<file path="config.mk">
export PLATFORM = sky130hd
export DESIGN_NAME = ehc_mulf
export DESIGN_NICKNAME = d
export VERILOG_FILES = /design/src/rtl/ehc_mulf.sv
export SDC_FILE = /design/constraint.sdc
export NUM_CORES = 2
export LEC_CHECK = 0
export ABC_AREA = 1
export BUFFER_PORTS_ARGS = -buffer_cell sky130_fd_sc_hd__buf_2
export CORE_MARGIN = 1
export CORE_UTILIZATION = 45
export DETAILED_ROUTE_END_ITERATION = 12
export GPL_TIMING_DRIVEN = 1
export SLEW_MARGIN = 0
export SYNTH_ARGS = -nofsm -noshare
export SYNTH_HDL_FRONTEND = slang
export SYNTH_SLANG_ARGS = --single-unit
</file>
<file path="constraint.sdc">
create_clock -name vclk -period 18.7
set_input_delay 3.74 -clock vclk [all_inputs]
set_output_delay 3.74 -clock vclk [all_outputs]
set_load 0.02 [all_outputs]
</file>
<file path="src/rtl/ehc_mulf.sv">
// fixed-point product rounded half up on magnitude, sign applied after
module ehc_mulf #(
  parameter int W  = 34,
  parameter int FB = 30
) (
  input  logic signed [W-1:0] a,
  input  logic signed [W-1:0] b,
  output logic signed [W-1:0] p
);

  logic [W-1:0]   ua;
  logic [W-1:0]   ub;
  logic [2*W-1:0] prod;
  logic [2*W-1:0] rnd;
  logic [W-1:0]   mag;
  logic           neg;

  // magnitudes, product and rounding
  always_comb begin
    neg  = a[W-1] ^ b[W-1];
    ua   = a[W-1] ? W'(-a) : W'(a);
    ub   = b[W-1] ? W'(-b) : W'(b);
    prod = {{W{1'b0}}, ua} * {{W{1'b0}}, ub};
    rnd  = prod + ((2*W)'(1) << (FB - 1));
    mag  = W'(rnd >> FB);
    p    = neg ? -$signed(mag) : $signed(mag);
  end

endmodule

</file>
==> summary.md <==
| Metric | Value |
|---|---|
| Setup TNS | 0 ns |
| Most common cell after layout, fill and taps aside | inv_1 |
| Ports | 102 |
| Most frequent cell on the critical path | nand2_1 |
| Area Growth Syn to Fin | 5.34% |
| Rel. slew slack | 21.6% |
| Crit path required time | 14.96 ns |
| Post-CTS Hold Buffers | 0 |
| Via density | 5.23 |
| Grt total ovfl | 0 |
| Slowest CP cell | fa_1 |
| Setup bufs post-CTS | 0 |
| Post-synthesis sequential area ratio | 0% |
| CP Class | in -> out |
| Synth Cell Area | 41600 sq um |
| Final Hold Viols | 0 |
| Core area | 91700 sq um |
| Die ar. | 93700 sq um |
| GP Congestion | 1.05 |
| Final net count | 7098 |
| # rows | 111 |
| Vias in the first global route | 37.3k |
| DR iter-0 viols | 3147 |
| First-pass GRT wire length | 237000 um |
| Die Y | 306 um |
| GRT Resource Usage Total | 34.2% |
| Post-DRT Antenna Nets | 0 |
| Worst-Margin Slew | 1.17 ns |
| Max Clk Rate | 0.0556 GHz |
| Type of the most critical hold path | in -> out |
| Input/output buffers | 102 |
| Placed instance area | 43800 sq um |
| Commonest non-fill, non-tap cells in the layout | inv_1 (1599), nand2_1 (1493), fa_1 (1018) |
| Largest fanout on the critical path | 14 |
| Post-Syn Instances | 5709 |
| MaxCap Viol Count | 0 |
| DP Wirelength | 134000 um |
| Worst setup EP type | output port |
| Yosys warning count | 0 |
| WL final | 156000 um |
| Layout cells sized above 1 | 5.32% |
| Setup violators final | 0 |
| Post-route cell area | 43900 sq um |
| Fin crit period | 17.99 ns |
| Die width | 306 um |
| # DRC | 0 |
| TritonRoute pass-1 iters | 6 |
| Fin crit share | 96.2% |
| # resized after CTS | 0 |
| Max-slew violations | 0 |
| Synthesized area per cell | 7.29 sq um |
| DR WL/cell | 22.5 um |
| Crit start category | input pin |
| Storage cell area | 0 sq um |
| Run status | complete, no violations |
| Worst path max stage delay | 0.58 ns |
| CP Capture Point | p[32] |
| Largest net degree at the start of global routing | 37 |
| Synthesized Nets | 7076 |
| Routed vias | 36.2k |
| Effective utilization at floorplan | 45.4% |
| CP arrival | 14.25 ns |
| # clk buffers | 0 |
| Unrepaired setup endpoints after global routing | no |
| CP startpoint | b[0] |
| Library cells used by synthesis | 49 |
| Final sequential cell count | 0 |
| Initial antenna violation count | 14 |
synth_stat cells, drive strengths merged:
cell type     n  area (sq um)
a21boi        2          18.8
a21oi        68           340
a31oi         1          6.26
a41oi         1          8.76
and2          2          12.5
and3          5          31.3
and3b         1          8.76
buf          32           161
clkbuf      163           612
clkinv       13          50.0
fa         1018         20400
ha          281          3520
inv        1607          6030
nand2      1523          5800
nand3       147           793
nand3b       20           150
nand4        14          87.6
nor2        648          2510
nor3         16           108
nor4         10          77.6
o211ai        6          45.0
o21ai        56           288
o21bai       15           113
o31ai         1          7.51
o41ai         1          8.76
or2          12          75.1
or3           3          18.8
or4           2          15.0
xnor2         7          61.3
xor2         34           298
logic make-up after synthesis:
group,synth area share [%]
buffers and inverters,16.5
and+or+nand+nor,23.3
AOI/OAI and AO/OA,2.01
xor gates and xnor gates,0.862
adders and majority gates,57.4
critical path, delay by kind of cell:
family	cells	cell delay (ns)
adder cells (fa/ha/maj)	10	4.91
AND/OR/NAND/NOR	26	4.55
buffers and inverters	7	0.89
AO/OA/AOI/OAI	1	0.13
layer usage:
layer  GRT usage (%)  share of wire, %
met4            11.8               4.5
met5               0             0.074
met2            52.5                43
met3            7.31                11
met1            47.9                41
stage by stage:
stage / util, % / hold WS (ns) / instances / setup WS (ns)
finish: 47.9 / 8.64 / 6921 / 0.707
global placement: 47.8 / 8.60 / 6915 / 0.736
floorplan: - / 8.07 / 5709 / 2.48
global route: 47.8 / 8.68 / 6916 / 0.216
CTS: 47.8 / 8.63 / 6915 / 0.871
detailed placement: 47.8 / 8.61 / 6915 / 0.925
area by class of cell:
class / count / area, sq um
antenna: 6 / 15.0
tap: 1186 / 1480
fill: 9419 / 47800
timing repair buffer: 215 / 1380
inverter: 1620 / 6080
multi-input combinational: 3894 / 34900
how the worst min path moves through the flow:
stage,start,endpoint,slack [ns],depth (start not counted)
final,b[0],p[10],8.64,10
after floorplan,b[33],p[32],8.07,6
after global routing,b[0],p[8],8.68,10
after detailed placement,b[0],p[10],8.61,10
after global placement,b[0],p[8],8.60,10
after CTS,b[0],p[8],8.63,10
Power is left out: the tool's default activity adds up to more than one toggle a clock period on the data nets, which glitch-free logic cannot reach.
