`config.mk`:
```
export PLATFORM = sky130hd
export DESIGN_NAME = ehc_rot_cell
export DESIGN_NICKNAME = d
export VERILOG_FILES = /design/src/rtl/ehc_pkg.sv /design/src/rtl/ehc_rot_cell.sv
export SDC_FILE = /design/constraint.sdc
export NUM_CORES = 1
export LEC_CHECK = 0
export BUFFER_PORTS_ARGS = -buffer_cell sky130_fd_sc_hd__buf_2
export CAP_MARGIN = 10
export CELL_PAD_IN_SITES_DETAIL_PLACEMENT = 1
export CELL_PAD_IN_SITES_GLOBAL_PLACEMENT = 1
export CORE_MARGIN = 2
export CORE_UTILIZATION = 45
export DETAILED_ROUTE_END_ITERATION = 10
export HOLD_SLACK_MARGIN = 0.12
export PLACE_DENSITY_LB_ADDON = 0.1
export SYNTH_ARGS = -nofsm -noshare
export SYNTH_HDL_FRONTEND = slang
export SYNTH_SLANG_ARGS = --single-unit
```
`constraint.sdc`:
```
create_clock -name clk -period 6.5 [get_ports clk]
set_input_delay 0.325 -clock clk [delete_from_list [all_inputs] [get_ports clk]]
set_output_delay 0.325 -clock clk [all_outputs]
set_load 0.02 [all_outputs]
```
`src/rtl/ehc_pkg.sv`:
```
// shared constants and elaboration-time table functions for the coordinate converter
package ehc_pkg;

  // default widths
  localparam int ANGLE_BITS_DEF    = 32;
  localparam int CORDIC_STAGES_DEF = 28;

  // operation codes
  localparam logic OP_EQU_TO_HOR = 1'b0;
  localparam logic OP_HOR_TO_EQU = 1'b1;

  // 1/(2pi) as a 64-bit fraction
  localparam logic [63:0] INV_TWO_PI_Q64 = 64'h28BE60DB9391054A;

  // (a*b) >> s, truncated to 64 bits
  function automatic logic [63:0] mulu_shift(input logic [63:0] a, input logic [63:0] b,
                                             input int s);
    logic [127:0] prod;
    prod = {64'd0, a} * {64'd0, b};
    prod = prod >> s;
    return prod[63:0];
  endfunction

  // arctangent of 2^-idx as a binary angle of ab bits
  function automatic logic [63:0] atan_entry(input int idx, input int ab);
    logic [63:0]  sum;
    logic [63:0]  term;
    logic [63:0]  hi;
    logic [127:0] prod;
    int           k;
    int           e;
    logic         done;
    sum  = 64'd0;
    done = 1'b0;
    if (idx == 0) begin
      return 64'd1 << (ab - 3);
    end
    // series for atan in radians, 62 fraction bits
    for (k = 0; k < 32; k++) begin
      e = idx * (2 * k + 1);
      if (!done && e <= 62) begin
        term = (64'd1 << (62 - e)) / 64'(2 * k + 1);
        if (k[0]) begin
          sum = sum - term;
        end else begin
          sum = sum + term;
        end
      end else begin
        done = 1'b1;
      end
    end
    prod = {64'd0, sum} * {64'd0, INV_TWO_PI_Q64};
    hi   = prod[127:64];
    return (hi + (64'd1 << (61 - ab))) >> (62 - ab);
  endfunction

  // inverse cordic gain with ab-2 fraction bits
  function automatic logic [63:0] inv_gain_val(input int ab, input int n);
    logic [63:0] p;
    logic [63:0] y;
    logic [63:0] t;
    logic [63:0] three;
    int          i;
    int          k;
    p = 64'd1 << 60;
    for (i = 0; i < n; i++) begin
      if (2 * i < 64) begin
        p = p + (p >> (2 * i));
      end
    end
    three = 64'd3 << 60;
    y     = three / 64'd5;
    // newton steps towards 1/sqrt(p)
    for (k = 0; k < 8; k++) begin
      t = mulu_shift(y, y, 60);
      t = mulu_shift(p, t, 60);
      if (t > three) begin
        t = three;
      end
      y = mulu_shift(y, three - t, 60) >> 1;
    end
    return (y + (64'd1 << (61 - ab))) >> (62 - ab);
  endfunction

endpackage

```
`src/rtl/ehc_rot_cell.sv`:
```
// one rotation-mode cordic micro-rotation with its stage register
module ehc_rot_cell #(
  parameter int AB    = 32,
  parameter int STAGE = 0
) (
  input  logic                clk,
  input  logic                en,
  input  logic signed [AB+1:0] x_i,
  input  logic signed [AB+1:0] y_i,
  input  logic signed [AB:0]   z_i,
  output logic signed [AB+1:0] x_o,
  output logic signed [AB+1:0] y_o,
  output logic signed [AB:0]   z_o
);
  import ehc_pkg::*;

  localparam logic signed [AB:0] ATAN = (AB+1)'(atan_entry(STAGE, AB));

  logic signed [AB+1:0] x_nxt;
  logic signed [AB+1:0] y_nxt;
  logic signed [AB:0]   z_nxt;
  logic signed [AB+1:0] x_r;
  logic signed [AB+1:0] y_r;
  logic signed [AB:0]   z_r;

  // rotate towards zero residual angle
  always_comb begin
    if (!z_i[AB]) begin
      x_nxt = x_i - (y_i >>> STAGE);
      y_nxt = y_i + (x_i >>> STAGE);
      z_nxt = z_i - ATAN;
    end else begin
      x_nxt = x_i + (y_i >>> STAGE);
      y_nxt = y_i - (x_i >>> STAGE);
      z_nxt = z_i + ATAN;
    end
  end

  // stage register
  always_ff @(posedge clk) begin
    if (en) begin
      x_r <= x_nxt;
      y_r <= y_nxt;
      z_r <= z_nxt;
    end
  end

  assign x_o = x_r;
  assign y_o = y_r;
  assign z_o = z_r;

endmodule

```
==> out/metrics.yaml <==
route:
  dr_total_vias: 8411
  postRouteAntennaNets: 0
  vias_per_cell: 5.81
  wl_per_cell_um: 20.5
  drcViolationCount: 0
  firstDrtPassIters: 5
  drtIter0Drc: 546
  wl_mm: 29.8
power:
  ir_worst_vdd_mv: 0.124
  p_leak_nw: 4.66
  combPwrFrac_pct: 38.8
  power.density_nw_per_um2: 223
  sw_frac_of_total_pct: 38.2
  switchingPower_mw: 0.892
  clkPwrFrac_pct: 24.6
  p_int_mw: 1.45
  p_seq_share_pct: 36.6
die:
  die_y_um: 146
  initial_core_util_pct: 46.1
  num_io_pins: 204
  die_w_um: 146
  core_um2: 19600
  rows: 51
  dieArea_um2: 21200
finish:
  fin_area_um2: 10500
  diodes: 0
  fill_cells: 2377
  drive_gt1_share_pct: 20.9
  area_growth_pct: 16.2
  nets: 1387
timing:
  rsz0062_at_grt: "false"
  setup_viol: 0
  worst_pin_slew_ps: 926
  slew_viol_final: 0
  period_needed_ps: 3320
  fin_ws_ps: 3180
  fmax_ghz: 0.301
  hold_viol: 0
  timing.final.crit_share_pct: 51.1
  tns_ps: 0
  max_slew_margin_pct: 38.3
logic_synthesis:
  synth_cell_types: 76
  synth_edf_count: 100
  synth_ff_type: "edfxtp_1"
  synth_area_leader_cell: "edfxtp_1"
  synth-seq-cells: 100
  async_flop_share_pct: 0
  syn_nets: 1214
  yosysTopAreaCellShare_pct: 33.3
  synth_area_leaders: "edfxtp_1 33%, ha_1 14%, a21oi_1 6.9%"
  syn_area_um2: 9030
  synth.avg_cell_area_um2: 8.98
  yosys_warnings: 0
  synth_seq_area_share_pct: 33.3
  synthCells: 1005
worst_setup_path:
  worstPathMaxFanout: 13
  cp-end-kind: "flip-flop"
  crit_type: "in2reg"
  critical_path_arrival_ps: 3420
  required_ps: 6600
  cp-start-kind: "primary input"
min_path:
  whs_path_depth: 1
  hp-class: "in2reg"
  hold_end: "z_o[3]$_DFFE_PP_"
  hp-start: "z_i[3]"
grt:
  grt.overflow.total: 0
  grt_pass1_vias: 8588
  grt_max_degree: 76
  grtUsageTotal_pct: 27.6
  grt_antenna_before_repair: 0
  grt_pass1_wl_mm: 47.1
clock_tree:
  cts_root_buffer: "clkbuf_16"
  postCtsSetupBuffers: 0
  cts_htree_levels: 3
  cts-resized-gates: 0
  clkTransAtPathRegs_ps: 70
  clock_path_buffers: 2
  cts_buffers: 9
  clock-sinks: 100
  ctsHoldBuffers: 0
  cts_tree: "built"
run:
  maxCapViolCount: 0
outcome:
  status: "finished, final reports clean"
placement:
  portBuffers: 203
  placed_cell_area_um2: 10200
  dp_slack_ps: 2880
  hpwl_mm: 23.2
  routabilityCongestion: 0.942
-- cell usage after synthesis (5+ instances only) --
library cell	instances
a2111oi_0	9
a211o_1	5
a211oi_1	13
a21o_1	21
a21oi_1	124
a31oi_1	7
buf_1	8
buf_2	14
clkbuf_1	16
edfxtp_1	100
ha_1	102
inv_1	98
mux2i_1	15
nand2_1	42
nand2b_1	13
nand3_1	22
nand4_1	6
nor2_1	103
nor2b_1	7
nor3_1	14
nor4_1	8
o211ai_1	7
o21a_1	6
o21ai_0	53
o21bai_1	20
o31ai_1	11
xnor2_1	56
xor2_1	10
-- how the worst max path moves through the flow --
stage,start,cells after the start,endpoint
finish,x_i[13],12,y_o[26]$_DFFE_PP_
global route,x_i[13],12,x_o[26]$_DFFE_PP_
CTS,x_i[13],12,y_o[26]$_DFFE_PP_
detailed placement,x_i[13],12,y_o[26]$_DFFE_PP_
global placement,x_i[13],12,x_o[26]$_DFFE_PP_
floorplan,x_i[0],11,y_o[26]$_DFFE_PP_
-- cell usage in the layout, fill, tap and decap left out, types with 5 or more instances in the layout --
cell,instances
mux2i_1,15
inv_1,98
nand4_1,6
ha_1,102
edfxtp_1,100
xor2_1,10
nand2b_1,13
nor3_1,14
a2111oi_0,9
xnor2_1,56
buf_4,5
nor2b_1,7
nor2_1,103
nor4_1,8
nand2_1,42
clkinv_1,5
o21ai_0,53
o31ai_1,11
a211o_1,5
nand3_1,22
a211oi_1,13
o211ai_1,7
o21a_1,6
a21oi_1,124
buf_2,202
a31oi_1,7
o21bai_1,20
clkbuf_16,9
a21o_1,21
-- per-stage QoR --
| step | utilization, % | hold slack [ps] | cells | total power [mW] |
|---|---|---|---|---|
| floorplan | - | 424 | 1005 | 1.46 |
| global placement | 52.0 | 501 | 1432 | 1.75 |
| detailed placement | 52.0 | 503 | 1432 | 1.77 |
| CTS | 53.5 | 133 | 1448 | 2.35 |
| global route | 53.5 | 134 | 1448 | 2.45 |
| finish | 53.5 | 144 | 1448 | 2.34 |
-- power groups by stage --
stage	logic (mW)	clock network [mW]	registers [mW]
floorplan	0.472	0	0.991
global route	0.983	0.603	0.865
finish	0.908	0.575	0.856
CTS	0.902	0.588	0.858
detailed placement	0.895	0	0.871
global placement	0.882	0	0.867
-- layout make-up --
type                       instances  area (um^2)  area share, %
tap                              265          332           3.16
timing repair buffer             207         1050           10.0
clock buffer                       9          225           2.15
multi-input combinational        757         5420           51.7
inverter                         103          387           3.69
sequential                       100         3000           28.6
clock inverter                     7         75.1          0.716
-- sequential cells by signal (all words and copies together) (netlist names) --
signal,flops
z_o,33
x_o,34
y_o,33
-- worst max-delay path, stage by stage --
cell and delay [ps]:
buf_2 100, inv_1 40, ha_1 550, inv_1 170, a21oi_1 400, a31oi_1 210, nor3_1 380, a31oi_2 290
a21bo_1 300, a221o_1 350, mux2i_1 200, xnor2_1 100
-- cells by family after synthesis --
group                      after synthesis  share of synthesized area [%]
buffers and inverters                  148                           6.69
DFF                                    100                           33.3
and+or+nand+nor                        231                           11.9
AOI/OAI and AO/OA                      338                           24.9
xor gates and xnor gates                66                           6.40
muxes                                   16                           1.79
adders and majority gates              106                           15.0
-- routing by layer --
metal | routed length, um | GRT usage [%] | vias up | part of all wire [%]
met5 | 0 | 0 | - | 0
met4 | 647 | 8.04 | 0 | 2.2
met3 | 1640 | 3.86 | 44 | 5.5
met2 | 14000 | 46.0 | 302 | 47
met1 | 13500 | 37.5 | 4108 | 45
li1 | - | - | 3957 | -
(Power assumes the default switching activity.)
