**config.mk**
```make
export PLATFORM = sky130hd
export DESIGN_NAME = ehc_vec_cell
export DESIGN_NICKNAME = d
export VERILOG_FILES = /design/src/rtl/ehc_pkg.sv /design/src/rtl/ehc_vec_cell.sv
export SDC_FILE = /design/constraint.sdc
export NUM_CORES = 1
export LEC_CHECK = 0
export BUFFER_PORTS_ARGS = -buffer_cell sky130_fd_sc_hd__buf_2
export CAP_MARGIN = 30
export CORE_MARGIN = 2
export CORE_UTILIZATION = 55
export CTS_BUF_LIST = sky130_fd_sc_hd__clkbuf_8
export DETAILED_ROUTE_END_ITERATION = 8
export PLACE_DENSITY = 0.81
export RECOVER_POWER = 25
export SYNTH_ARGS = -nofsm -noshare
export SYNTH_HDL_FRONTEND = slang
export SYNTH_SLANG_ARGS = --single-unit
```
**constraint.sdc**
```tcl
create_clock -name clk -period 3.32 [get_ports clk]
set_input_delay 0.664 -clock clk [delete_from_list [all_inputs] [get_ports clk]]
set_output_delay 0.664 -clock clk [all_outputs]
set_load 0.05 [all_outputs]
```
**src/rtl/ehc_pkg.sv**
```systemverilog
// shared constants and elaboration-time table functions for the coordinate converter
package ehc_pkg;

  // default widths
  localparam int ANGLE_BITS_DEF    = 32;
  localparam int CORDIC_STAGES_DEF = 28;

  // operation codes
  localparam logic OP_EQU_TO_HOR = 1'b0;
  localparam logic OP_HOR_TO_EQU = 1'b1;

  // 1/(2pi) as a 64-bit fraction
  localparam logic [63:0] INV_TWO_PI_Q64 = 64'h28BE60DB9391054A;

  // (a*b) >> s, truncated to 64 bits
  function automatic logic [63:0] mulu_shift(input logic [63:0] a, input logic [63:0] b,
                                             input int s);
    logic [127:0] prod;
    prod = {64'd0, a} * {64'd0, b};
    prod = prod >> s;
    return prod[63:0];
  endfunction

  // arctangent of 2^-idx as a binary angle of ab bits
  function automatic logic [63:0] atan_entry(input int idx, input int ab);
    logic [63:0]  sum;
    logic [63:0]  term;
    logic [63:0]  hi;
    logic [127:0] prod;
    int           k;
    int           e;
    logic         done;
    sum  = 64'd0;
    done = 1'b0;
    if (idx == 0) begin
      return 64'd1 << (ab - 3);
    end
    // series for atan in radians, 62 fraction bits
    for (k = 0; k < 32; k++) begin
      e = idx * (2 * k + 1);
      if (!done && e <= 62) begin
        term = (64'd1 << (62 - e)) / 64'(2 * k + 1);
        if (k[0]) begin
          sum = sum - term;
        end else begin
          sum = sum + term;
        end
      end else begin
        done = 1'b1;
      end
    end
    prod = {64'd0, sum} * {64'd0, INV_TWO_PI_Q64};
    hi   = prod[127:64];
    return (hi + (64'd1 << (61 - ab))) >> (62 - ab);
  endfunction

  // inverse cordic gain with ab-2 fraction bits
  function automatic logic [63:0] inv_gain_val(input int ab, input int n);
    logic [63:0] p;
    logic [63:0] y;
    logic [63:0] t;
    logic [63:0] three;
    int          i;
    int          k;
    p = 64'd1 << 60;
    for (i = 0; i < n; i++) begin
      if (2 * i < 64) begin
        p = p + (p >> (2 * i));
      end
    end
    three = 64'd3 << 60;
    y     = three / 64'd5;
    // newton steps towards 1/sqrt(p)
    for (k = 0; k < 8; k++) begin
      t = mulu_shift(y, y, 60);
      t = mulu_shift(p, t, 60);
      if (t > three) begin
        t = three;
      end
      y = mulu_shift(y, three - t, 60) >> 1;
    end
    return (y + (64'd1 << (61 - ab))) >> (62 - ab);
  endfunction

endpackage

```
**src/rtl/ehc_vec_cell.sv**
```systemverilog
// one vectoring-mode cordic micro-rotation with its stage register and side data
module ehc_vec_cell #(
  parameter int AB    = 32,
  parameter int STAGE = 0,
  parameter int AUX_W = 1
) (
  input  logic                 clk,
  input  logic                 en,
  input  logic signed [AB+1:0] x_i,
  input  logic signed [AB+1:0] y_i,
  input  logic signed [AB:0]   z_i,
  input  logic [AUX_W-1:0]     aux_i,
  output logic signed [AB+1:0] x_o,
  output logic signed [AB+1:0] y_o,
  output logic signed [AB:0]   z_o,
  output logic [AUX_W-1:0]     aux_o
);
  import ehc_pkg::*;

  localparam logic signed [AB:0] ATAN = (AB+1)'(atan_entry(STAGE, AB));

  logic signed [AB+1:0] x_nxt;
  logic signed [AB+1:0] y_nxt;
  logic signed [AB:0]   z_nxt;
  logic signed [AB+1:0] x_r;
  logic signed [AB+1:0] y_r;
  logic signed [AB:0]   z_r;
  logic [AUX_W-1:0]     aux_r;

  // drive the vertical part towards zero, accumulating angle
  always_comb begin
    if (y_i[AB+1]) begin
      x_nxt = x_i - (y_i >>> STAGE);
      y_nxt = y_i + (x_i >>> STAGE);
      z_nxt = z_i - ATAN;
    end else begin
      x_nxt = x_i + (y_i >>> STAGE);
      y_nxt = y_i - (x_i >>> STAGE);
      z_nxt = z_i + ATAN;
    end
  end

  // stage register
  always_ff @(posedge clk) begin
    if (en) begin
      x_r   <= x_nxt;
      y_r   <= y_nxt;
      z_r   <= z_nxt;
      aux_r <= aux_i;
    end
  end

  assign x_o   = x_r;
  assign y_o   = y_r;
  assign z_o   = z_r;
  assign aux_o = aux_r;

endmodule

```
==> impl_summary.txt, run 1 <==
----------------------------------------------------
[Run status]
  Outcome ... finished clean

[Power and ir drop]
  Logic gate share of total power ... 0.489
  Clock power frac ... 0.163
  Switch Pwr ... 2.121 mW
  Sequential share of power ... 0.349
  Internal power consumption ... 2.729 mW
  Lkg Pwr ... 5.378 nW
  Power density of the placed cells ... 419.5 nW/um2
  Switching power share of the total ... 0.4373
  Worst VDD drop ... 0.2709 mV

[Worst setup path]
  Kind of capture point of the worst setup path ... flop
  Crit path required time ... 3.45 ns
  Critical-path cell with the highest stage delay ... o41ai_2
  Worst Path Arrival ... 3.31 ns
  Slowest cell delay on critical path ... 0.44 ns
  Kind of cell adding the most delay to the critical path ... compound AO/OA/AOI/OAI gates
  Cells along the critical path ... buf_2 -> inv_1 -> ha_1 -> a21oi_1 -> o21ai_1 -> a221o_1 -> o41ai_2 -> o311ai_1 -> buf_4 -> a2111oi_2 -> a21oi_1 -> xor2_1
  Worst-path maximum fanout ... 5
  Startpoint-to-endpoint class of the critical path ... in2reg
  Cell repeated most along the worst path ... a21oi_1
  Startpoint type of the worst setup path ... input port
  Count of buffer and inverter cells on the critical path ... 3

[Detailed routing]
  Via count ... 8921
  Residual DRC count ... 0
  1st-iter DRT viols ... 901
  Detailed-route wire length ... 28100 um
  Total iterations of the first detailed-routing run ... 5
  Average via count per standard cell ... 5.693
  Routed wire length per instance ... 17.93 um
  ANT nets after route ... 0

[Clock tree]
  CTS tree ... built
  H-Tree Level Count ... 3
  Clock buffers created by TritonCTS ... 9
  CTS root buffer ... clkbuf_8
  Setup bufs post-CTS ... 0
  Number of sinks handled by clock tree synthesis ... 101
  Max clock buf depth ... 2
  Clock-pin transition on the worst setup and hold timing paths ... 0.11 ns

[STA]
  Maximum clock frequency ... 0.3148 GHz
  Sum Neg Setup Slack ... 0 ns
  Max-slew headroom at the worst pin ... 0.05997
  Final critical path time including I/O delays and setup ... 3.176 ns
  Post-route clock period utilization ... 0.9567
  Worst Slack Setup Final ... 0.1438 ns
  Transition time of the tightest slew-check pin ... 1.410 ns
  Final Max Slew Viols ... 0
  Setup-failing EPs final ... 0
  Hold Vio Cnt, Final ... 0
  Unrepaired setup endpoints after global routing ... no

[Placed design]
  Number of cells in the design after placement ... 1551
  Final Wtd Congestion ... 0.9916
  Detail Placement HPWL ... 22760 um
  DP Area ... 11360 um2
  Quantity of I/O buffers inserted on ports ... 205
  Post-placement setup slack ... -0.3619 ns

[Logic synthesis]
  Share of Yosys cell area claimed by the top area cell type ... 0.3401
  Synth Register Bits ... 101
  Count of flip-flops with a built-in enable after synthesis ... 101
  Synthesized net count ... 1203
  Synth top cells by count ... a21oi_1 (135), inv_1 (104), edfxtp_1 (101), ha_1 (101), nor2_1 (79)
  Fraction of the yosys area taken by sequential cells ... 0.3401
  Netlist cell types ... 70
  Cell types with the largest area share after synthesis ... edfxtp_1 (34%), ha_1 (14%), a21oi_1 (7.6%)
  Yosys top cell by area ... edfxtp_1
  Most common cell in the netlist ... a21oi_1
  Cell area after synthesis ... 8919 um2
  Count of synthesis-stage warnings from yosys ... 0
  Primary flip-flop cell chosen by synthesis mapping ... edfxtp_1
  Synthesized area per cell ... 8.972 um2
  Post-synthesis cell count ... 994
  Async set or reset register ratio after synthesis ... 0

[Global routing]
  Via count of the first global-routing pass ... 8660
  Total global routing track utilization ... 0.3209
  Number of antenna violations at the first check in global routing ... 0
  Final global-route overflow total ... 0
  Maximum number of pins on one net before global-route repair ... 79
  First-pass GRT wire length ... 44540 um

[Run]
  Maxcap violations ... 0

[Floorplan]
  Placeable core area ... 15890 um2
  Boundary pin count ... 206
  Starting Density ... 0.5614
  Die area ... 17250 um2
  Std cell rows ... 46
  Chip Height ... 131.3 um
  Die X ... 131.3 um

[Cells and area]
  Filler-free cell count of the finished design ... 1567
  Area occupied by multi-input gates ... 5261 um2
  Area of all placed cells without fillers ... 11560 um2
  Area taken by flip-flops and latches ... 3033 um2
  Number of fill cells ... 1283
  Synthesis-to-finish area growth ... 29.60%
  Nets ... 1555
  ANT cells ... 0
  Share of post-route cells with drive strength above 1 ... 0.3146

[Hold path]
  HP Class ... in2reg

----------------------------------------------------
[cells by family after synthesis]
group,count (synthesis),share of synthesized area
adders and majority gates,105,0.1507
AOI/OAI and AO/OA,335,0.2382
DFF,101,0.3401
buffers and inverters,157,0.07421
muxes,13,0.01473
and+or+nand+nor,216,0.1163
xor gates and xnor gates,67,0.06580
[stage by stage]
| stage | utilization | power [mW] | hold WS [ns] |
|---|---|---|---|
| 6_report | 0.7276 | 4.849 | 0.4450 |
| 2_1_floorplan | - | 3.241 | 0.7629 |
| 3_5_place_dp | 0.7149 | 4.049 | 0.8427 |
| 4_1_cts | 0.7264 | 4.828 | 0.4330 |
| 3_3_place_gp | 0.7149 | 4.015 | 0.8402 |
| 5_1_grt | 0.7276 | 5.052 | 0.4337 |
[cells in the final DEF (no fill, tap or decap), types with 12 or more instances in the layout]
cell      instances
a21oi_1         134
buf_2           203
buf_4           178
edfxtp_1        101
ha_1            101
inv_1           104
mux2i_1          12
nand2_1          44
nand2b_1         17
nor2_1           79
nor2b_1          12
nor3_1           15
o211ai_1         15
o21ai_0          64
o21bai_1         24
xnor2_1          58
[state kept, by name (all words and copies together), names as in the netlist]
| register | flops |
|---|---|
| x_o | 34 |
| y_o | 33 |
| z_o | 33 |
| aux_o | 1 |
[cell type report]
cell class,instances,area share
well taps,216,0.02338
inverters,113,0.03670
repair buffers,385,0.2065
clock inverters,7,0.005088
flip-flops and latches,101,0.2624
multi-input cells,736,0.4552
clock buffers,9,0.01072
[what timing repair did]
action | 4_1_cts | 5_1_grt
setup endpoints to repair | 0 | 6
hold buffers | 0 | 0
gates resized for setup | 0 | 8
[path summary, 6_finish.rpt]
check,cells after the start,start,to,slack [ns]
worst min-delay path,1,z_i[16],z_o[16],0.45
worst max-delay path,12,x_i[19],y_o[32],0.14
[per-layer routing]
metal | share of wire | vias to the layer above | global-route usage
met2 | 0.48 | 490 | 0.5550
met4 | 0.031 | 0 | 0.1208
met5 | 0 | - | 0
li1 | - | 4234 | -
met1 | 0.42 | 4129 | 0.4128
met3 | 0.074 | 68 | 0.03897
[power groups by stage]
stage	clock [mW]	sequential (mW)	combinational, mW
global placement	0	1.71	2.30
floorplan	0	2.36	0.882
CTS	0.797	1.69	2.34
finish	0.790	1.69	2.37
detailed placement	0	1.72	2.33
global route	0.833	1.71	2.51
Power figures use the tool's default switching activity.
==> inputs of run 2 (changes only) <==
Settings changed: RECOVER_POWER 25 to 100.
==> run 2 against run 1 <==
Against the previous run:
- cell count is the same
- cell area shrank 1.5%
- clock power is essentially flat
- sequential cell count is the same
- critical path depth grew 2
==> impl_summary.txt, run 2 (synthesis results as in run 1) <==
----------------------------------------------------
[Detailed routing]
  1st-iter DRT viols ... 876
  Average via count per standard cell ... 5.711
  Residual DRC count ... 0
  ANT nets after route ... 0
  Total iterations of the first detailed-routing run ... 7
  Via count ... 8949
  Detailed-route wire length ... 28320 um
  Routed wire length per instance ... 18.07 um

[STA]
  Hold Vio Cnt, Final ... 0
  Final critical path time including I/O delays and setup ... 3.174 ns
  Setup-failing EPs final ... 0
  Transition time of the tightest slew-check pin ... 1.391 ns
  Maximum clock frequency ... 0.3151 GHz
  Post-route clock period utilization ... 0.9560
  Worst Slack Setup Final ... 0.1462 ns
  Hold_ws ... 0.4459 ns
  Sum Neg Setup Slack ... 0 ns
  Final Max Slew Viols ... 0
  Max-slew headroom at the worst pin ... 0.07257
  Unrepaired setup endpoints after global routing ... no

[Placed design]
  Detail Placement HPWL ... 22760 um
  Post-placement setup slack ... -0.3619 ns
  Final Wtd Congestion ... 0.9916
  Quantity of I/O buffers inserted on ports ... 205

[Cells and area]
  Nets ... 1555
  Synthesis-to-finish area growth ... 27.67%
  Share of post-route cells with drive strength above 1 ... 0.2302
  ANT cells ... 0
  Flip-flop count of the largest register, all copies and words added ... 34
  Area taken by flip-flops and latches ... 3033 um2
  Leading cell types in the layout, fill and taps excluded ... buf_4 (160), a21oi_1 (134), clkbuf_1 (116)
  Number of fill cells ... 1348
  Most common library cell in the layout ignoring fill and taps ... buf_4
  Area occupied by multi-input gates ... 5261 um2

[Worst setup path]
  Kind of capture point of the worst setup path ... flop
  Critical-path cell with the highest stage delay ... fa_1
  Cells along the critical path ... buf_2 -> ha_1 -> fa_1 -> nor2b_1 -> o221ai_1 -> buf_4 -> a211oi_2 -> a21oi_2 -> a211oi_2 -> o41ai_4 -> buf_4 -> o211ai_1 -> a221oi_2 -> xor2_1
  Worst Path Arrival ... 3.31 ns
  Startpoint type of the worst setup path ... input port
  Worst-path maximum fanout ... 5
  Startpoint-to-endpoint class of the critical path ... in2reg
  Crit path required time ... 3.45 ns
  Slowest cell delay on critical path ... 0.41 ns

[Clock tree]
  Number of sinks handled by clock tree synthesis ... 101
  H-Tree Level Count ... 3
  Clock buffers created by TritonCTS ... 9
  CTS root buffer ... clkbuf_8
  Clock-pin transition on the worst setup and hold timing paths ... 0.11 ns
  CTS tree ... built
  Max clock buf depth ... 2
  Post-cts hold buffer count ... 0

[Floorplan]
  Placeable core area ... 15890 um2
  Std cell rows ... 46
  Starting Density ... 0.5614
  Boundary pin count ... 206
  Die area ... 17250 um2
  Die X ... 131.3 um
  Chip Height ... 131.3 um

[Run]
  Maxcap violations ... 0

[Hold path]
  HP Class ... in2reg

[Power and ir drop]
  Power density of the placed cells ... 421.3 nW/um2
  Worst VDD drop ... 0.2708 mV
  Lkg Pwr ... 5.050 nW

[Global routing]
  Final global-route overflow total ... 0
  Via count of the first global-routing pass ... 8660
  Total global routing track utilization ... 0.3209
  Number of antenna violations at the first check in global routing ... 0
  First-pass GRT wire length ... 44540 um
  Maximum number of pins on one net before global-route repair ... 79

[Run status]
  Outcome ... finished clean

----------------------------------------------------
[run 2: cell types whose count changed in the layout (fill, tap and decap cells not counted), moves of 3 or more]
cell and change:
o21ai_1 -3, o21ai_0 +3, buf_2 -103, clkbuf_1 +114, clkbuf_4 +6, buf_4 -18
[run 2: what timing repair did]
| item | in CTS | in global routing |
|---|---|---|
| resized for setup | 0 | 8 |
| setup buffers | 0 | 0 |
| endpoints found under the setup margin | 0 | 6 |
| hold endpoints to repair | 0 | 0 |
[run 2: path summary, 6_finish.rpt]
kind,from,end,cells past startpoint
max,x_i[0],x_o[32],14
min,z_i[10],z_o[10],1
[run 2: layout make-up]
| type | instances | share of cell area |
|---|---|---|
| Inverter | 113 | 0.03725 |
| Tap cell | 216 | 0.02374 |
| Multi-Input combinational cell | 736 | 0.4621 |
| Timing Repair Buffer | 385 | 0.1945 |
| Clock inverter | 7 | 0.005165 |
| Clock buffer | 9 | 0.01088 |
| Sequential cell | 101 | 0.2664 |
[run 2: report_power, final]
| group | internal [mW] | switching (mW) | leakage (nW) |
|---|---|---|---|
| clock network | 0.284 | 0.507 | 0.0853 |
| logic | 0.739 | 1.57 | 3.98 |
| registers | 1.64 | 0.0531 | 0.988 |
| total | 2.67 | 2.13 | 5.05 |
[run 2: per-stage QoR]
| stage | util | cells | cell area, um2 | total power [mW] |
|---|---|---|---|---|
| after detailed placement | 0.7149 | 1551 | 11360 | 4.049 |
| final | 0.7168 | 1567 | 11390 | 4.797 |
| after global routing | 0.7168 | 1567 | 11390 | 4.995 |
| after global placement | 0.7149 | 1551 | 11360 | 4.015 |
| after CTS | 0.7264 | 1567 | 11540 | 4.828 |
| after floorplan | - | 994 | 8919 | 3.241 |
[run 2: layer usage]
layer	global-route usage	share of wire
met1	0.4128	0.41
met2	0.5550	0.48
met3	0.03897	0.080
met4	0.1208	0.029
met5	0	0
[run 2: worst max-delay path, delay by kind of cell]
kind	cells	cell delay (ns)
adders and majority gates	2	0.64
and+or+nand+nor	1	0.17
AOI/OAI and AO/OA	7	1.25
xor gates and xnor gates	1	0.09
buffers and inverters	3	0.49
==> inputs of run 3 (changes only) <==
Settings changed: ABC_AREA set to 1, PLACE_DENSITY 0.81 to 0.79, SKIP_CTS_REPAIR_TIMING set to 1.
==> run 3 against run 2 <==
Against the previous run:
- the flow now finishes with violations (capacitance limit)
- total power shrank 1.9%
- cell count grew 30%
- global-route usage is 2.4 points higher
- count of clock-buffer cells in the layout unchanged
- non-clock buffer count decreased by 175
- critical endpoint is now x_o[16]
- largest power group unchanged
==> impl_summary.txt, run 3 <==
----------------------------------------------------
[Run status]
  Outcome ... finished, violations left
  Violations in the final reports ... capacitance limit

[Logic synthesis]
  Synthesized area per cell ... 6.703 um2
  Share of Yosys cell area claimed by the top area cell type ... 0.2840
  Synthesized net count ... 1802
  Count of synthesis-stage warnings from yosys ... 0
  Synth top cells by count ... nand2_1 (454), inv_1 (245), nand3_1 (158)
  Synth Register Bits ... 101
  Post-synthesis cell count ... 1593
  Cell area after synthesis ... 10680 um2
  Post-synthesis simple-gate area fraction ... 0.3262
  Yosys top cell by area ... edfxtp_1
  Fraction of the yosys area taken by sequential cells ... 0.2840
  Primary flip-flop cell chosen by synthesis mapping ... edfxtp_1
  Cell types with the largest area share after synthesis ... edfxtp_1 (28%), nand2_1 (16%), ha_1 (12%)
  Adder-cell share of the synthesized area ... 0.1258
  Xor-xnor portion of the synthesized cell area ... 0.02297
  Compound-gate portion of the synthesized area ... 0.1207
  Async set or reset register ratio after synthesis ... 0
  Count of flip-flops with a built-in enable after synthesis ... 101
  Fraction of synthesized area in multiplexers ... 0.0009374
  Netlist cell types ... 44
  Most common cell in the netlist ... nand2_1
  Main combinational cell family by area after synthesis ... simple AND/OR/NAND/NOR gates

[Global routing]
  Final global-route overflow total ... 0
  Maximum number of pins on one net before global-route repair ... 76
  Via count of the first global-routing pass ... 10292
  Number of antenna violations at the first check in global routing ... 0
  First-pass GRT wire length ... 54480 um
  Total global routing track utilization ... 0.3445

[Clock tree]
  Number of sinks handled by clock tree synthesis ... 101
  CTS tree ... built
  Clock-pin transition on the worst setup and hold timing paths ... 0.12 ns
  H-Tree Level Count ... 3
  Max clock buf depth ... 2
  CTS root buffer ... clkbuf_8
  Clock buffers created by TritonCTS ... 9

[STA]
  Sum Neg Setup Slack ... 0 ns
  Final Max Slew Viols ... 0
  Maximum clock frequency ... 0.3422 GHz
  Post-route clock period utilization ... 0.8801
  Worst Slack Setup Final ... 0.3980 ns
  Final critical path time including I/O delays and setup ... 2.922 ns
  Unrepaired setup endpoints after global routing ... no
  Max-slew headroom at the worst pin ... 0.003940
  Hold Vio Cnt, Final ... 0
  Transition time of the tightest slew-check pin ... 1.494 ns
  Setup-failing EPs final ... 0

[Detailed routing]
  Residual DRC count ... 0
  Routed wire length per instance ... 17.58 um
  ANT nets after route ... 0
  1st-iter DRT viols ... 1060
  Average via count per standard cell ... 5.585
  Total iterations of the first detailed-routing run ... 6
  Detailed-route wire length ... 35720 um
  Via count ... 11344

[Worst setup path]
  Critical-path cell with the highest stage delay ... o21ai_0
  Cell repeated most along the worst path ... nand2_1
  Startpoint-to-endpoint class of the critical path ... in2reg
  Cells along the critical path ... clkbuf_1 -> inv_1 -> ha_1 -> fa_1 -> o21ai_0 -> nand2_1 -> nand2_1 -> nand2_1 -> nand2_1 -> xor2_1 -> o21ai_0
  Worst Path Arrival ... 3.13 ns
  Kind of capture point of the worst setup path ... flop
  Worst-path maximum fanout ... 4
  Kind of cell adding the most delay to the critical path ... compound AO/OA/AOI/OAI gates
  Crit path required time ... 3.53 ns
  Count of buffer and inverter cells on the critical path ... 2
  Startpoint type of the worst setup path ... input port
  Slowest cell delay on critical path ... 0.53 ns

[Hold path]
  HP Class ... in2reg

[Cells and area]
  Area taken by flip-flops and latches ... 3033 um2
  Number of fill cells ... 1903
  Share of post-route cells with drive strength above 1 ... 0.09147
  ANT cells ... 0
  Post-route core utilization ... 0.6229
  Leading cell types in the layout, fill and taps excluded ... nand2_1 (456), inv_1 (245), nand3_1 (159)
  Area occupied by multi-input gates ... 6344 um2
  Synthesis-to-finish area growth ... 10.22%
  Area of all placed cells without fillers ... 11770 um2
  Nets ... 1976
  Filler-free cell count of the finished design ... 2031
  Flip-flop count of the largest register, all copies and words added ... 34
  Most common library cell in the layout ignoring fill and taps ... nand2_1

[Power and ir drop]
  Clock power frac ... 0.172
  Internal power consumption ... 2.425 mW
  Power density of the placed cells ... 399.9 nW/um2
  Logic gate share of total power ... 0.476
  Sequential share of power ... 0.352
  Worst VDD drop ... 0.2572 mV
  Switch Pwr ... 2.282 mW
  Switching power share of the total ... 0.4848
  Lkg Pwr ... 5.896 nW

[Placed design]
  Post-placement setup slack ... 0.2977 ns
  Quantity of I/O buffers inserted on ports ... 205
  Detail Placement HPWL ... 29240 um
  DP Area ... 11780 um2
  Number of cells in the design after placement ... 2016
  Final Wtd Congestion ... 1.026

[Floorplan]
  Boundary pin count ... 206
  Starting Density ... 0.5652
  Placeable core area ... 18890 um2
  Std cell rows ... 50
  Chip Height ... 143.3 um
  Die X ... 143.3 um
  Die area ... 20540 um2

[Run]
  Maxcap violations ... 1

----------------------------------------------------
run 3: cell count changes in the layout (fill, tap and decap cells not counted), sizes merged, moves of 13 or more:
cell    previous run  this run
nand3             10       159
xor2               9        23
o211ai            15         2
nand2b            17         1
buf              261        98
o21ai             72        93
inv              110       258
xnor2             58         5
nand2             44       473
a21oi            136       115
nor2              79       143
run 3: metrics by stage:
stage	power, mW	hold WS [ns]
after floorplan	3.303	0.7629
after detailed placement	3.918	0.8421
final	4.706	0.4149
after global routing	4.934	0.4170
after global placement	3.892	0.8402
after CTS	4.710	0.4211
run 3: cell families (layout without fill, tap and decap cells):
| family | count (synthesis) | in the layout |
|---|---|---|
| adders and majority gates | 105 | 105 |
| AOI/OAI and AO/OA | 236 | 236 |
| and+or+nand+nor | 820 | 820 |
| buffers and inverters | 302 | 480 |
| xor gates and xnor gates | 28 | 28 |
| muxes | 1 | 1 |
| DFF | 101 | 101 |
run 3: cell type report:
cell class / instances / area share
clock buffer: 9 / 0.01053
clock inverter: 6 / 0.004572
inverter: 255 / 0.08133
multi-input combinational: 1190 / 0.5390
sequential: 101 / 0.2577
tap: 260 / 0.02764
timing repair buffer: 210 / 0.07920
run 3: layer usage:
metal,up-vias,wire length [um],global-route usage
met5,-,0,0
li1,5461,-,-
met2,669,15280,0.5392
met3,50,3691,0.04432
met4,0,958,0.09907
met1,5164,15780,0.5005
run 3: worst paths after layout:
check	startpoint	to	slack (ns)	depth (start not counted)
max	x_i[0]	x_o[16]	0.40	11
min	z_i[12]	z_o[12]	0.41	1
run 3: power by group through the flow:
stage	clock, mW	combinational (mW)	sequential [mW]
after floorplan	0	1.07	2.23
after global placement	0	2.22	1.67
after detailed placement	0	2.24	1.68
after CTS	0.813	2.25	1.65
after global routing	0.846	2.41	1.67
final	0.810	2.24	1.66
